## src/hw/rtl/cpu6_step_unit.sv

```systemverilog
// ----------------------------------------------------------------------------
// cpu6_step_unit
// Shared 16-bit increment/decrement unit. Steps PC, SP (low byte) and the
// return addresses of BRK and JSR.
// ----------------------------------------------------------------------------
module cpu6_step_unit (
    input  logic [15:0] i_x,
    input  logic        i_dec,
    output logic [15:0] o_y
);

    // one add per use, wraps at 16 bits
    always_comb begin
        if (i_dec) begin
            o_y = i_x - 16'd1;
        end else begin
            o_y = i_x + 16'd1;
        end
    end

endmodule

```

## config.mk

```make
export PLATFORM = sky130hd
export DESIGN_NAME = cpu6_step_unit
export DESIGN_NICKNAME = d
export VERILOG_FILES = /design/src/hw/rtl/cpu6_step_unit.sv
export SDC_FILE = /design/constraint.sdc
export NUM_CORES = 1
export LEC_CHECK = 0
export ABC_AREA = 1
export BUFFER_PORTS_ARGS = -buffer_cell sky130_fd_sc_hd__buf_4
export CORE_UTILIZATION = 49
export DETAILED_ROUTE_END_ITERATION = 10
export GPL_TIMING_DRIVEN = 1
export PLACE_DENSITY_LB_ADDON = 0.08
export SYNTH_ARGS = -nofsm -noshare
export SYNTH_HDL_FRONTEND = slang
export SYNTH_SLANG_ARGS = --single-unit
```

## constraint.sdc

```tcl
create_clock -name vclk -period 1.7
set_input_delay 0.085 -clock vclk [all_inputs]
set_output_delay 0.085 -clock vclk [all_outputs]
set_load 0.02 [all_outputs]
```

==> flow_summary.json <==
{
  "crit_type": "primary input to output pin",
  "fmax_ghz": 0.649,
  "status": "finished, final reports clean",
  "crit_fanout": 16,
  "dp_slack_ns": 0.155,
  "die_area_um2": 2060,
  "rsz0062_at_grt": "no",
  "cellLeakagePower_nw": 0.787,
  "grt_antenna_before_repair": 0,
  "post_cts_buffers": 0,
  "final_nets": 243,
  "clkPwrFrac_pct": 0,
  "max_cap_violations": 0,
  "fill_cells": 176,
  "start_util_pct": 52.8,
  "min_period_ns": 1.54,
  "grt_pass1_wl_um": 3710,
  "final_util_pct": 68.8,
  "ys_top_cells_by_area": "nand2_1 30%, ha_1 19%, inv_1 14%",
  "num_antenna_cells": 0,
  "p_sw_w": 0.000322,
  "io_buffer_count": 33,
  "routed_wirelength_um": 2140,
  "crit_family": "simple AND/OR/NAND/NOR gates",
  "syn_area_um2": 922,
  "syn_nets": 208,
  "worst_hold_slack_ns": 0.453,
  "worstMarginPinSlew_ns": 0.209,
  "ctsResizeCount": 0,
  "grt_max_degree": 17,
  "crit_arrival_ns": 1.46,
  "dr.first_iter.drc_count": 13,
  "power_density_nw_per_um2": 460,
  "hold_buffers": 0,
  "startpoint_type": "primary input",
  "syn_avg_cell_area_um2": 5.24,
  "place_congestion": 0.822,
  "setup_ws_ns": 0.158,
  "chipWidth_um": 45.4,
  "drv_slew": 0,
  "combPwrFrac_pct": 100.0,
  "synth_top_cell_area_share_pct": 29.7,
  "drive_above_1_share_pct": 23.0,
  "drtPass1Iterations": 4,
  "critical-path-max-stage-delay_ns": 0.37,
  "worstPathCellList": "buf_4 -> ha_1 -> nand2_1 -> inv_1 -> nand2_1 -> nand2_1 -> a21oi_2 -> nand2_1 -> nand2_1 -> nand2_1 -> buf_4",
  "drc_errors": 0,
  "core_area_um2": 1750,
  "wl_per_cell_um": 9.13,
  "nClkBuffers": 0,
  "io-pin-count": 33,
  "numSequentialCells": 0,
  "routed_via_density": 4.66,
  "ys_seq_area_share_pct": 0,
  "path_buf_inv": 3,
  "fp.dieH_um": 45.4,
  "end_kind": "output pin",
  "track_usage_pct": 23.2,
  "cpMostUsedCell": "nand2_1",
  "grt_pass1_vias": 939,
  "netSwitchingFraction_pct": 58.3,
  "p_int_w": 0.000231,
  "slew_headroom_pct": 86.0,
  "yosys_warnings": 0,
  "required_ns": 1.62,
  "irDropWorstVdd_mv": 0.295,
  "finalPower_w": 0.000553,
  "synth_area_leader_cell": "nand2_1",
  "tns_ns": 0,
  "vias": 1091,
  "period_share_pct": 90.7,
  "hold_path.class": "primary input to output pin",
  "netlist_top_cells_count": "73 x nand2_1, 35 x inv_1, 14 x ha_1",
  "pwr-share-seq_pct": 0,
  "dp_hpwl_um": 1920,
  "setup_viol": 0,
  "area_delta_synth_final_pct": 30.3,
  "yosysMostFrequentCell": "nand2_1",
  "overflow": 0,
  "hold_violations": 0,
  "synth_cell_types": 17,
  "cp_slowest_cell": "ha_1",
  "synthCells": 176,
  "ant_nets": 0,
  "regArea_um2": 0,
  "rows": 15
}
[cell type report]
type               count  area (um^2)  area share [%]
inverters             37          139            11.6
repair buffers        33          248            20.6
multi-input cells    139          783            65.2
well taps             25         31.3            2.60
[kinds of logic after synthesis]
logic type / count (synthesis) / share of synthesized area (%)
compound gates: 7 / 4.21
xor+xnor: 8 / 7.60
fa+ha+maj: 15 / 21.2
buf+inv: 37 / 15.1
simple gates: 109 / 52.0
[worst paths after layout]
path / start / to / slack [ns] / depth (start not counted)
min: i_x[0] / o_y[0] / 0.45 / 3
max: i_dec / o_y[13] / 0.16 / 11
[metal layers]
layer | part of all wire (%) | global-route usage, % | up-vias
li1 | - | - | 600
met3 | 2.0 | 0.397 | 0
met5 | 0 | 0 | -
met2 | 51 | 42.9 | 16
met4 | 0 | 0.606 | 0
met1 | 47 | 31.2 | 475
[placed cells by master, fill, tap and decap left out, types with 2 or more instances in the layout]
cell type,n
nand3b_1,2
or2_1,2
inv_1,35
nand3_1,9
ha_1,14
a21oi_1,6
xnor2_1,2
xor2_1,6
nor2_1,10
nand2_1,73
nand2_2,8
inv_2,2
nor3_2,3
buf_4,33
[power groups by stage]
stage	registers (W)	clock network, W	logic (W)
floorplan	0	0	0.000363
CTS	0	0	0.000556
finish	0	0	0.000553
global route	0	0	0.000617
detailed placement	0	0	0.000554
global placement	0	0	0.000545
[through the flow]
step / area (um^2) / std cells
2_1_floorplan: 922 / 176
3_3_place_gp: 1200 / 234
3_5_place_dp: 1200 / 234
4_1_cts: 1200 / 234
5_1_grt: 1200 / 234
6_report: 1200 / 234
(Power assumes the default switching activity.)
